`src/sv/tsfg_pkg.sv`:
```
// Package for the TCP SYN frame generator: payload types, codes and header constants.
package tsfg_pkg;

  // Configuration register indexes
  localparam int unsigned CFG_IDX_W = 2;
  localparam logic [CFG_IDX_W-1:0] CFG_SOURCE_IP  = 2'd0;
  localparam logic [CFG_IDX_W-1:0] CFG_SOURCE_MAC = 2'd1;
  localparam int unsigned CFG_DATA_W = 48;

  // Frame geometry
  localparam int unsigned FRAME_LEN = 54;
  localparam int unsigned BYTE_IDX_W = $clog2(FRAME_LEN);
  localparam logic [BYTE_IDX_W-1:0] LAST_IDX = BYTE_IDX_W'(FRAME_LEN - 1);

  // Fixed header bytes
  localparam logic [7:0] ETH_TYPE_HI = 8'h08;
  localparam logic [7:0] ETH_TYPE_LO = 8'h00;
  localparam logic [7:0] IP_VER_IHL  = 8'h45;
  localparam logic [7:0] IP_LEN_LO   = 8'h28;
  localparam logic [7:0] IP_TTL      = 8'hff;
  localparam logic [7:0] IP_PROTO    = 8'h06;
  localparam logic [7:0] TCP_DOFF    = 8'h50;
  localparam logic [7:0] TCP_FLAGS   = 8'h02;
  localparam logic [7:0] TCP_WIN     = 8'hff;

  // Sum of the constant words: 0x4500 + 0x0028 + 0xff06
  localparam logic [17:0] IP_CONST_SUM  = 18'h1442e;
  // Pseudo-header proto + length (0x1a) plus 0x5002 + 0xffff
  localparam logic [19:0] TCP_CONST_SUM = 20'h1501b;

  typedef struct packed {
    logic [31:0] dest_ip;
    logic [47:0] dest_mac;
    logic [15:0] dest_port;
    logic [15:0] ip_ident;
    logic [15:0] tcp_src_port;
    logic [31:0] seq_number;
  } in_beat_t;

  typedef struct packed {
    logic [7:0] frame_byte;
    logic       last_byte;
  } out_beat_t;

  // Request plus both finished checksums, handed to the serializer
  typedef struct packed {
    in_beat_t    req;
    logic [15:0] ip_cksum;
    logic [15:0] tcp_cksum;
  } frame_t;

endpackage

```
`src/sv/tsfg_cksum_pipe.sv`:
```
// Four-stage checksum pipeline: partial sums, total, first fold, final fold and invert.
module tsfg_cksum_pipe
  import tsfg_pkg::*;
(
  input  logic        clk,
  input  logic        rst_n,
  input  logic [31:0] source_ip,
  input  logic        up_valid,
  output logic        up_ready,
  input  in_beat_t    up_data,
  output logic        dn_valid,
  input  logic        dn_ready,
  output frame_t      dn_data
);

  logic        s1_v_r, s2_v_r, s3_v_r, s4_v_r;
  logic        s1_adv, s2_adv, s3_adv, s4_adv;
  in_beat_t    s1_req_r, s2_req_r, s3_req_r;
  logic [17:0] s1_ip_a_r, s1_ip_b_r, s1_tcp_a_r, s1_tcp_b_r;
  logic [18:0] s2_ip_r;
  logic [19:0] s2_tcp_r;
  logic [16:0] s3_ip_r, s3_tcp_r;
  frame_t      s4_r;

  // Stage handshake: a stage loads when it is empty or its content moves on
  assign s4_adv   = !s4_v_r || dn_ready;
  assign s3_adv   = !s3_v_r || s4_adv;
  assign s2_adv   = !s2_v_r || s3_adv;
  assign s1_adv   = !s1_v_r || s2_adv;
  assign up_ready = s1_adv;

  // Valid bits
  always_ff @(posedge clk) begin
    if (!rst_n) begin
      s1_v_r <= 1'b0;
      s2_v_r <= 1'b0;
      s3_v_r <= 1'b0;
      s4_v_r <= 1'b0;
    end else begin
      if (s1_adv) s1_v_r <= up_valid;
      if (s2_adv) s2_v_r <= s1_v_r;
      if (s3_adv) s3_v_r <= s2_v_r;
      if (s4_adv) s4_v_r <= s3_v_r;
    end
  end

  // Stage 1: pairwise partial sums of the header words
  always_ff @(posedge clk) begin
    if (s1_adv) begin
      s1_req_r   <= up_data;
      s1_ip_a_r  <= {2'b0, up_data.ip_ident} + {2'b0, source_ip[31:16]}
                    + {2'b0, source_ip[15:0]};
      s1_ip_b_r  <= {2'b0, up_data.dest_ip[31:16]} + {2'b0, up_data.dest_ip[15:0]}
                    + IP_CONST_SUM;
      s1_tcp_a_r <= {2'b0, source_ip[31:16]} + {2'b0, source_ip[15:0]}
                    + {2'b0, up_data.dest_ip[31:16]} + {2'b0, up_data.dest_ip[15:0]};
      s1_tcp_b_r <= {2'b0, up_data.tcp_src_port} + {2'b0, up_data.dest_port}
                    + {2'b0, up_data.seq_number[31:16]}
                    + {2'b0, up_data.seq_number[15:0]};
    end
  end

  // Stage 2: full sums
  always_ff @(posedge clk) begin
    if (s2_adv) begin
      s2_req_r <= s1_req_r;
      s2_ip_r  <= {1'b0, s1_ip_a_r} + {1'b0, s1_ip_b_r};
      s2_tcp_r <= {2'b0, s1_tcp_a_r} + {2'b0, s1_tcp_b_r} + TCP_CONST_SUM;
    end
  end

  // Stage 3: first end-around carry fold
  always_ff @(posedge clk) begin
    if (s3_adv) begin
      s3_req_r <= s2_req_r;
      s3_ip_r  <= {1'b0, s2_ip_r[15:0]} + {14'b0, s2_ip_r[18:16]};
      s3_tcp_r <= {1'b0, s2_tcp_r[15:0]} + {13'b0, s2_tcp_r[19:16]};
    end
  end

  // Stage 4: second fold, which cannot carry again, then invert
  always_ff @(posedge clk) begin
    if (s4_adv) begin
      s4_r.req       <= s3_req_r;
      s4_r.ip_cksum  <= ~(s3_ip_r[15:0] + {15'b0, s3_ip_r[16]});
      s4_r.tcp_cksum <= ~(s3_tcp_r[15:0] + {15'b0, s3_tcp_r[16]});
    end
  end

  assign dn_valid = s4_v_r;
  assign dn_data  = s4_r;

endmodule

```
`src/sv/tsfg_serializer.sv`:
```
// Frame serializer: holds one finished header set and sends it a byte per beat.
module tsfg_serializer
  import tsfg_pkg::*;
(
  input  logic        clk,
  input  logic        rst_n,
  input  logic [31:0] source_ip,
  input  logic [47:0] source_mac,
  input  logic        up_valid,
  output logic        up_ready,
  input  frame_t      up_data,
  output logic        out_valid,
  input  logic        out_stall,
  output out_beat_t   out_data
);

  logic                  busy_r;
  logic [BYTE_IDX_W-1:0] cnt_r, cnt_nxt;
  frame_t                frame_r;
  logic                  out_valid_r;
  out_beat_t             out_data_r;
  logic                  out_free, emit, at_last, load;
  logic [7:0]            byte_sel;

  assign out_free = !out_valid_r || !out_stall;
  assign emit     = busy_r && out_free;
  assign at_last  = (cnt_r == LAST_IDX);
  assign up_ready = !busy_r || (emit && at_last);
  assign load     = up_valid && up_ready;
  assign cnt_nxt  = at_last ? '0 : cnt_r + 1'b1;

  // Byte at the current position, wire order
  always_comb begin
    byte_sel = 8'h00;
    case (cnt_r)
      6'd0:  byte_sel = frame_r.req.dest_mac[47:40];
      6'd1:  byte_sel = frame_r.req.dest_mac[39:32];
      6'd2:  byte_sel = frame_r.req.dest_mac[31:24];
      6'd3:  byte_sel = frame_r.req.dest_mac[23:16];
      6'd4:  byte_sel = frame_r.req.dest_mac[15:8];
      6'd5:  byte_sel = frame_r.req.dest_mac[7:0];
      6'd6:  byte_sel = source_mac[47:40];
      6'd7:  byte_sel = source_mac[39:32];
      6'd8:  byte_sel = source_mac[31:24];
      6'd9:  byte_sel = source_mac[23:16];
      6'd10: byte_sel = source_mac[15:8];
      6'd11: byte_sel = source_mac[7:0];
      6'd12: byte_sel = ETH_TYPE_HI;
      6'd13: byte_sel = ETH_TYPE_LO;
      6'd14: byte_sel = IP_VER_IHL;
      6'd17: byte_sel = IP_LEN_LO;
      6'd18: byte_sel = frame_r.req.ip_ident[15:8];
      6'd19: byte_sel = frame_r.req.ip_ident[7:0];
      6'd22: byte_sel = IP_TTL;
      6'd23: byte_sel = IP_PROTO;
      6'd24: byte_sel = frame_r.ip_cksum[15:8];
      6'd25: byte_sel = frame_r.ip_cksum[7:0];
      6'd26: byte_sel = source_ip[31:24];
      6'd27: byte_sel = source_ip[23:16];
      6'd28: byte_sel = source_ip[15:8];
      6'd29: byte_sel = source_ip[7:0];
      6'd30: byte_sel = frame_r.req.dest_ip[31:24];
      6'd31: byte_sel = frame_r.req.dest_ip[23:16];
      6'd32: byte_sel = frame_r.req.dest_ip[15:8];
      6'd33: byte_sel = frame_r.req.dest_ip[7:0];
      6'd34: byte_sel = frame_r.req.tcp_src_port[15:8];
      6'd35: byte_sel = frame_r.req.tcp_src_port[7:0];
      6'd36: byte_sel = frame_r.req.dest_port[15:8];
      6'd37: byte_sel = frame_r.req.dest_port[7:0];
      6'd38: byte_sel = frame_r.req.seq_number[31:24];
      6'd39: byte_sel = frame_r.req.seq_number[23:16];
      6'd40: byte_sel = frame_r.req.seq_number[15:8];
      6'd41: byte_sel = frame_r.req.seq_number[7:0];
      6'd46: byte_sel = TCP_DOFF;
      6'd47: byte_sel = TCP_FLAGS;
      6'd48: byte_sel = TCP_WIN;
      6'd49: byte_sel = TCP_WIN;
      6'd50: byte_sel = frame_r.tcp_cksum[15:8];
      6'd51: byte_sel = frame_r.tcp_cksum[7:0];
      default: byte_sel = 8'h00;
    endcase
  end

  // Position counter and busy flag
  always_ff @(posedge clk) begin
    if (!rst_n) begin
      busy_r <= 1'b0;
      cnt_r  <= '0;
    end else if (load) begin
      busy_r <= 1'b1;
      cnt_r  <= '0;
    end else if (emit) begin
      busy_r <= !at_last;
      cnt_r  <= cnt_nxt;
    end
  end

  // Held header set
  always_ff @(posedge clk) begin
    if (load) frame_r <= up_data;
  end

  // Output register
  always_ff @(posedge clk) begin
    if (!rst_n) begin
      out_valid_r <= 1'b0;
    end else if (emit) begin
      out_valid_r <= 1'b1;
    end else if (!out_stall) begin
      out_valid_r <= 1'b0;
    end
  end

  always_ff @(posedge clk) begin
    if (emit) begin
      out_data_r.frame_byte <= byte_sel;
      out_data_r.last_byte  <= at_last;
    end
  end

  assign out_valid = out_valid_r;
  assign out_data  = out_data_r;

  // A frame always starts at the first byte
  a_load_starts_at_zero: assert property (@(posedge clk) disable iff (!rst_n)
    load |=> (busy_r && cnt_r == '0))
    else $error("serializer loaded without restarting count");

  // The last byte leaves the block idle unless a new frame was loaded
  a_last_ends_frame: assert property (@(posedge clk) disable iff (!rst_n)
    (emit && at_last && !load) |=> !busy_r)
    else $error("serializer still busy after last byte");

  // No new frame is taken mid-frame
  a_no_load_mid_frame: assert property (@(posedge clk) disable iff (!rst_n)
    (busy_r && !at_last) |-> !load)
    else $error("frame loaded over one in progress");

endmodule

```
`src/sv/tcp_syn_frame_generator.sv`:
```
// Top level of the TCP SYN frame generator: configuration registers, pipeline, serializer.
// Each accepted request becomes one 54-byte Ethernet/IPv4/TCP SYN frame on out_data, one byte
// per beat in wire order, with last_byte set on byte 54. Checksums are computed in a four-stage
// pipeline. The serializer sends one byte per cycle while out_stall is low, and takes the next
// request only as the last byte of the current frame is sent; up to four further requests queue
// in the pipeline while a frame is being sent, and in_stall rises once it is full. source_ip
// (index 0) and source_mac (index 1) are written through the cfg port, which is always ready;
// writes to other indexes are ignored. Change them only while the block is idle.
module tcp_syn_frame_generator
  import tsfg_pkg::*;
(
  input  logic                  clk,
  input  logic                  rst_n,
  input  logic                  in_valid,
  output logic                  in_stall,
  input  in_beat_t              in_data,
  output logic                  out_valid,
  input  logic                  out_stall,
  output out_beat_t             out_data,
  input  logic                  cfg_valid,
  output logic                  cfg_ready,
  input  logic [CFG_IDX_W-1:0]  cfg_index,
  input  logic [CFG_DATA_W-1:0] cfg_data
);

  logic [31:0] source_ip_r;
  logic [47:0] source_mac_r;
  logic        pipe_ready, pipe_dn_valid, ser_ready;
  frame_t      pipe_dn_data;

  assign cfg_ready = 1'b1;
  assign in_stall  = !pipe_ready;

  // Configuration registers
  always_ff @(posedge clk) begin
    if (!rst_n) begin
      source_ip_r  <= '0;
      source_mac_r <= '0;
    end else if (cfg_valid && cfg_ready) begin
      unique case (cfg_index)
        CFG_SOURCE_IP:  source_ip_r  <= cfg_data[31:0];
        CFG_SOURCE_MAC: source_mac_r <= cfg_data[47:0];
        default: ;
      endcase
    end
  end

  tsfg_cksum_pipe u_pipe (
    .clk       (clk),
    .rst_n     (rst_n),
    .source_ip (source_ip_r),
    .up_valid  (in_valid),
    .up_ready  (pipe_ready),
    .up_data   (in_data),
    .dn_valid  (pipe_dn_valid),
    .dn_ready  (ser_ready),
    .dn_data   (pipe_dn_data)
  );

  tsfg_serializer u_ser (
    .clk        (clk),
    .rst_n      (rst_n),
    .source_ip  (source_ip_r),
    .source_mac (source_mac_r),
    .up_valid   (pipe_dn_valid),
    .up_ready   (ser_ready),
    .up_data    (pipe_dn_data),
    .out_valid  (out_valid),
    .out_stall  (out_stall),
    .out_data   (out_data)
  );

endmodule
```
`config.mk`:
```
export PLATFORM = sky130hd
export DESIGN_NAME = tcp_syn_frame_generator
export DESIGN_NICKNAME = d
export VERILOG_FILES = /design/src/sv/tsfg_pkg.sv /design/src/sv/tsfg_cksum_pipe.sv /design/src/sv/tsfg_serializer.sv /design/src/sv/tcp_syn_frame_generator.sv
export SDC_FILE = /design/constraint.sdc
export NUM_CORES = 1
export LEC_CHECK = 0
export BUFFER_PORTS_ARGS = -buffer_cell sky130_fd_sc_hd__buf_2
export CAP_MARGIN = 0
export CORE_MARGIN = 5
export CORE_UTILIZATION = 40
export CTS_CLUSTER_DIAMETER = 50
export DETAILED_ROUTE_END_ITERATION = 10
export GPL_ROUTABILITY_DRIVEN = 0
export MAX_ROUTING_LAYER = met4
export PLACE_DENSITY = 0.58
export SLEW_MARGIN = 0
export SYNTH_ARGS = -nofsm -noshare
export SYNTH_HDL_FRONTEND = slang
export SYNTH_SLANG_ARGS = --single-unit
```
`constraint.sdc`:
```
create_clock -name clk -period 14.5 [get_ports clk]
set_input_delay 2.9 -clock clk [delete_from_list [all_inputs] [get_ports clk]]
set_output_delay 2.9 -clock clk [all_outputs]
set_load 0.02 [all_outputs]
```
==> impl_metrics.py <==
metrics = {
    "cells_and_area": {
        "fin_cells": 4930,
        "drive_above_1_share_pct": 13.8,
        "multi_input_comb_area_sq_mm": 0.0119,
        "seq_area_sq_mm": 0.0324,
        "final_area_sq_mm": 0.0523,
        "diodes": 0,
        "syn2layout_area_growth_pct": 15.8,
        "nNetsFinal": 3746,
        "fillers": 9885,
    },
    "sta": {
        "max_slew_margin_pct": 16.0,
        "fmax_mhz": 134,
        "rsz0062_at_grt": "false",
        "worst_slew_pin_slew_ns": 1.26,
        "finalSetupViolations": 0,
        "finalWorstSetupSlack_ns": 7.06,
        "whs_ns": 0.408,
        "min_period_ns": 7.44,
        "slew_violations": 0,
        "timing.final.crit_share_pct": 51.3,
        "clock_skew_ns": 0.0305,
        "hold_violations": 0,
        "tns_ns": 0,
    },
    "logic_synthesis": {
        "synthMuxAreaShare_pct": 0.0692,
        "synthDistinctLibCells": 85,
        "yosysWarningCount": 0,
        "synth_compound_area_share_pct": 8.78,
        "async_reset_ff_share_pct": 0,
        "synth.net_count": 3416,
        "netlist_instances": 2993,
        "ys.flop_type": "edfxtp_1",
        "ys_seq_elements": 1110,
        "synth_area_sq_mm": 0.0452,
        "synth_top_family_by_area": "compound AO/OA/AOI/OAI gates",
        "synth_edf_count": 1018,
        "synth-simple-area-share_pct": 7.08,
        "synth_xor_area_share_pct": 3.85,
        "syn_area_per_cell_sq_um": 15.1,
        "ys_seq_area_share_pct": 71.7,
        "synthAdderAreaFrac_pct": 6.47,
    },
    "detailed_routing": {
        "vias_per_cell": 5.24,
        "ant_nets": 0,
        "drc": 0,
        "drt_pass1_iterations": 7,
        "vias": 25837,
        "dr.first_iter.drc_count": 3019,
        "wl_mm": 120,
        "wl_per_cell_microns": 24.4,
    },
    "clock_network": {
        "hold_buffers": 0,
        "clock_sinks": 1110,
        "postCtsSetupRepairBufs": 0,
        "cts-buffers-inserted": 121,
        "cts_tree": "done",
        "post_cts_resized": 0,
        "path_clk_slew_ns": 0.06,
        "clk_latency_ns": 0.71,
        "htreeDepth": 3,
        "root_buffer": "clkbuf_16",
        "cts_buffer_depth": 3,
    },
    "min_path": {
        "hold_depth": 0,
        "hold_class": "flip-flop to flip-flop",
        "holdPathEnd": "u_pipe.s3_req_r[138]",
        "hp-start": "u_pipe.s2_req_r[138]",
    },
    "floorplanning": {
        "row_count": 123,
        "fp.dieArea_sq_mm": 0.120,
        "start_util_pct": 40.3,
        "dieWidth_microns": 346,
        "core-area_sq_mm": 0.112,
        "die_h_microns": 346,
        "ioPinCount": 227,
    },
    "pwr": {
        "power.density_mw_per_mm2": 172,
        "p_leak_nw": 20.0,
        "vdd_ir_drop_max_v": 0.0000999,
    },
    "setup_path": {
        "r2r_end": "u_pipe.s1_tcp_a_r[17]",
        "timing.setup.critical_path_class": "primary input to primary output",
        "required_ns": 11.60,
        "crit_fanout": 14,
        "r2r-start": "source_ip_r[0]",
        "worst_ep_arrival_time_ns": 4.54,
        "cp-start-kind": "primary input",
        "reg2regPathDepth": 20,
        "reg2reg_slack_ns": 9.17,
        "worstSetupEndpointType": "primary output",
    },
    "placed_design": {
        "portBuffers": 225,
        "dp_slack_ns": 7.04,
        "post-place-cells": 4700,
        "place_area_sq_mm": 0.0483,
        "hpwl_mm": 88.0,
    },
    "status": {
        "status": "finished clean",
    },
    "grt": {
        "grt_overflow": 0,
        "antenna_found_initial": 3,
        "grtUsageTotal_pct": 20.3,
        "grt_pass1_wl_mm": 173,
        "grt_pass1_vias": 25383,
        "grt_max_degree": 151,
    },
    "flow_run": {
        "cap_viol_max_count": 0,
    },
}
## how the worst max path moves through the flow
stage	from	end	slack [ns]
2_1_floorplan	out_stall	in_stall	0.93
3_3_place_gp	out_stall	in_stall	7.09
3_5_place_dp	out_stall	in_stall	7.04
4_1_cts	out_stall	in_stall	7.01
5_1_grt	out_stall	in_stall	6.88
6_report	out_stall	in_stall	7.06
## per-layer routing
layer	up-vias	wire length (microns)	global-route usage [%]
met5	-	0	-
met4	0	3910	5.93
met3	214	9300	4.32
met2	967	54700	30.8
met1	12719	52400	27.7
li1	11937	-	-
## worst max-delay path, cell delays in order
cell,delay [ns]
buf_2,0.08
nand2_1,0.06
nand2_1,0.13
o21a_1,0.32
and3_1,0.48
nand3_4,0.26
inv_1,0.13
buf_2,0.17
## cells by family (layout without fill, tap and decap cells)
kind of cell,count (synthesis),after routing
DFF,1110,1110
and+or+nand+nor,680,680
AOI/OAI and AO/OA,546,546
buffers and inverters,246,683
adders and majority gates,208,208
xor gates and xnor gates,199,199
muxes,3,3
other,1,1
## per-stage QoR
| stage | total power, mW | util [%] |
|---|---|---|
| 3_5_place_dp | 6.02 | 43.0 |
| 4_1_cts | 9.10 | 46.6 |
| 2_1_floorplan | 5.49 | - |
| 6_report | 9.02 | 46.6 |
| 5_1_grt | 9.46 | 46.6 |
| 3_3_place_gp | 6.00 | 43.0 |
## cell usage after synthesis, drive strengths merged (6+ instances only)
cell type | n | area share (%)
edfxtp | 1018 | 68
nand2 | 271 | 2.2
inv | 204 | 1.7
ha | 165 | 4.6
xnor2 | 128 | 2.5
nor2 | 114 | 0.95
a21oi | 103 | 1.2
dfxtp | 92 | 4.1
a21boi | 87 | 1.5
xor2 | 71 | 1.4
a22oi | 69 | 1.1
nand3 | 66 | 0.73
o21ai | 59 | 0.66
nor3 | 53 | 0.60
a21o | 45 | 0.75
fa | 43 | 1.9
nand4 | 43 | 0.59
clkbuf | 35 | 0.29
a221oi | 34 | 0.67
nor2b | 27 | 0.37
a22o | 26 | 0.50
and3 | 22 | 0.30
nand2b | 21 | 0.29
or3 | 21 | 0.29
o21a | 18 | 0.30
o21bai | 15 | 0.28
o211ai | 11 | 0.18
a211oi | 10 | 0.18
a31oi | 9 | 0.12
and2 | 9 | 0.12
nor4 | 8 | 0.14
or2 | 8 | 0.12
a2111oi | 7 | 0.32
a211o | 7 | 0.14
buf | 7 | 0.089
o31ai | 6 | 0.10
## cells in the final DEF, fill, tap and decap left out, types with 26 or more instances in the layout
| cell | netlist | final |
|---|---|---|
| nor2b_1 | 27 | 26 |
| a22o_1 | 26 | 26 |
| ha_1 | 165 | 165 |
| nand4_1 | 43 | 43 |
| dfxtp_1 | 92 | 92 |
| nand2_1 | 271 | 269 |
| buf_2 | 2 | 225 |
| a21boi_0 | 86 | 86 |
| inv_1 | 204 | 203 |
| a21o_1 | 45 | 45 |
| a21oi_1 | 101 | 101 |
| a22oi_1 | 69 | 69 |
| nor3_1 | 52 | 52 |
| nand3_1 | 66 | 65 |
| clkinv_1 | 0 | 27 |
| a221oi_1 | 33 | 33 |
| edfxtp_1 | 1018 | 1018 |
| xnor2_1 | 128 | 128 |
| o21ai_0 | 54 | 54 |
| nor2_1 | 113 | 113 |
| clkbuf_16 | 0 | 123 |
| xor2_1 | 71 | 71 |
| fa_1 | 43 | 43 |
## report_power, final
group	internal (mW)	leakage (nW)	total, mW	switching [mW]
Clock	1.79	1.97	3.07	1.28
Sequential	3.98	11.2	4.22	0.237
Combinational	0.737	6.76	1.73	0.994
## layout make-up
class / instances / share of cell area [%]
Timing Repair Buffer: 249 / 2.52
Clock inverter: 86 / 1.67
Inverter: 204 / 1.48
Clock buffer: 144 / 6.07
Tap cell: 1500 / 3.59
Sequential cell: 1110 / 61.9
Multi-Input combinational cell: 1637 / 22.8
## state kept, by name (all words and copies together), names as in the netlist, 6 cells and up
name / cells
u_pipe.s2_req_r: 160
u_ser.cnt_r: 6
u_ser.frame_r: 192
source_mac_r: 48
u_ser.out_data: 9
u_pipe.s3_tcp_r: 17
u_pipe.s1_tcp_a_r: 18
u_pipe.s3_req_r: 160
u_pipe.s1_req_r: 160
u_pipe.dn_data: 192
u_pipe.s3_ip_r: 17
u_pipe.s2_ip_r: 19
source_ip_r: 32
u_pipe.s2_tcp_r: 20
u_pipe.s1_tcp_b_r: 18
u_pipe.s1_ip_b_r: 18
u_pipe.s1_ip_a_r: 18
(Power assumes the default switching activity.)
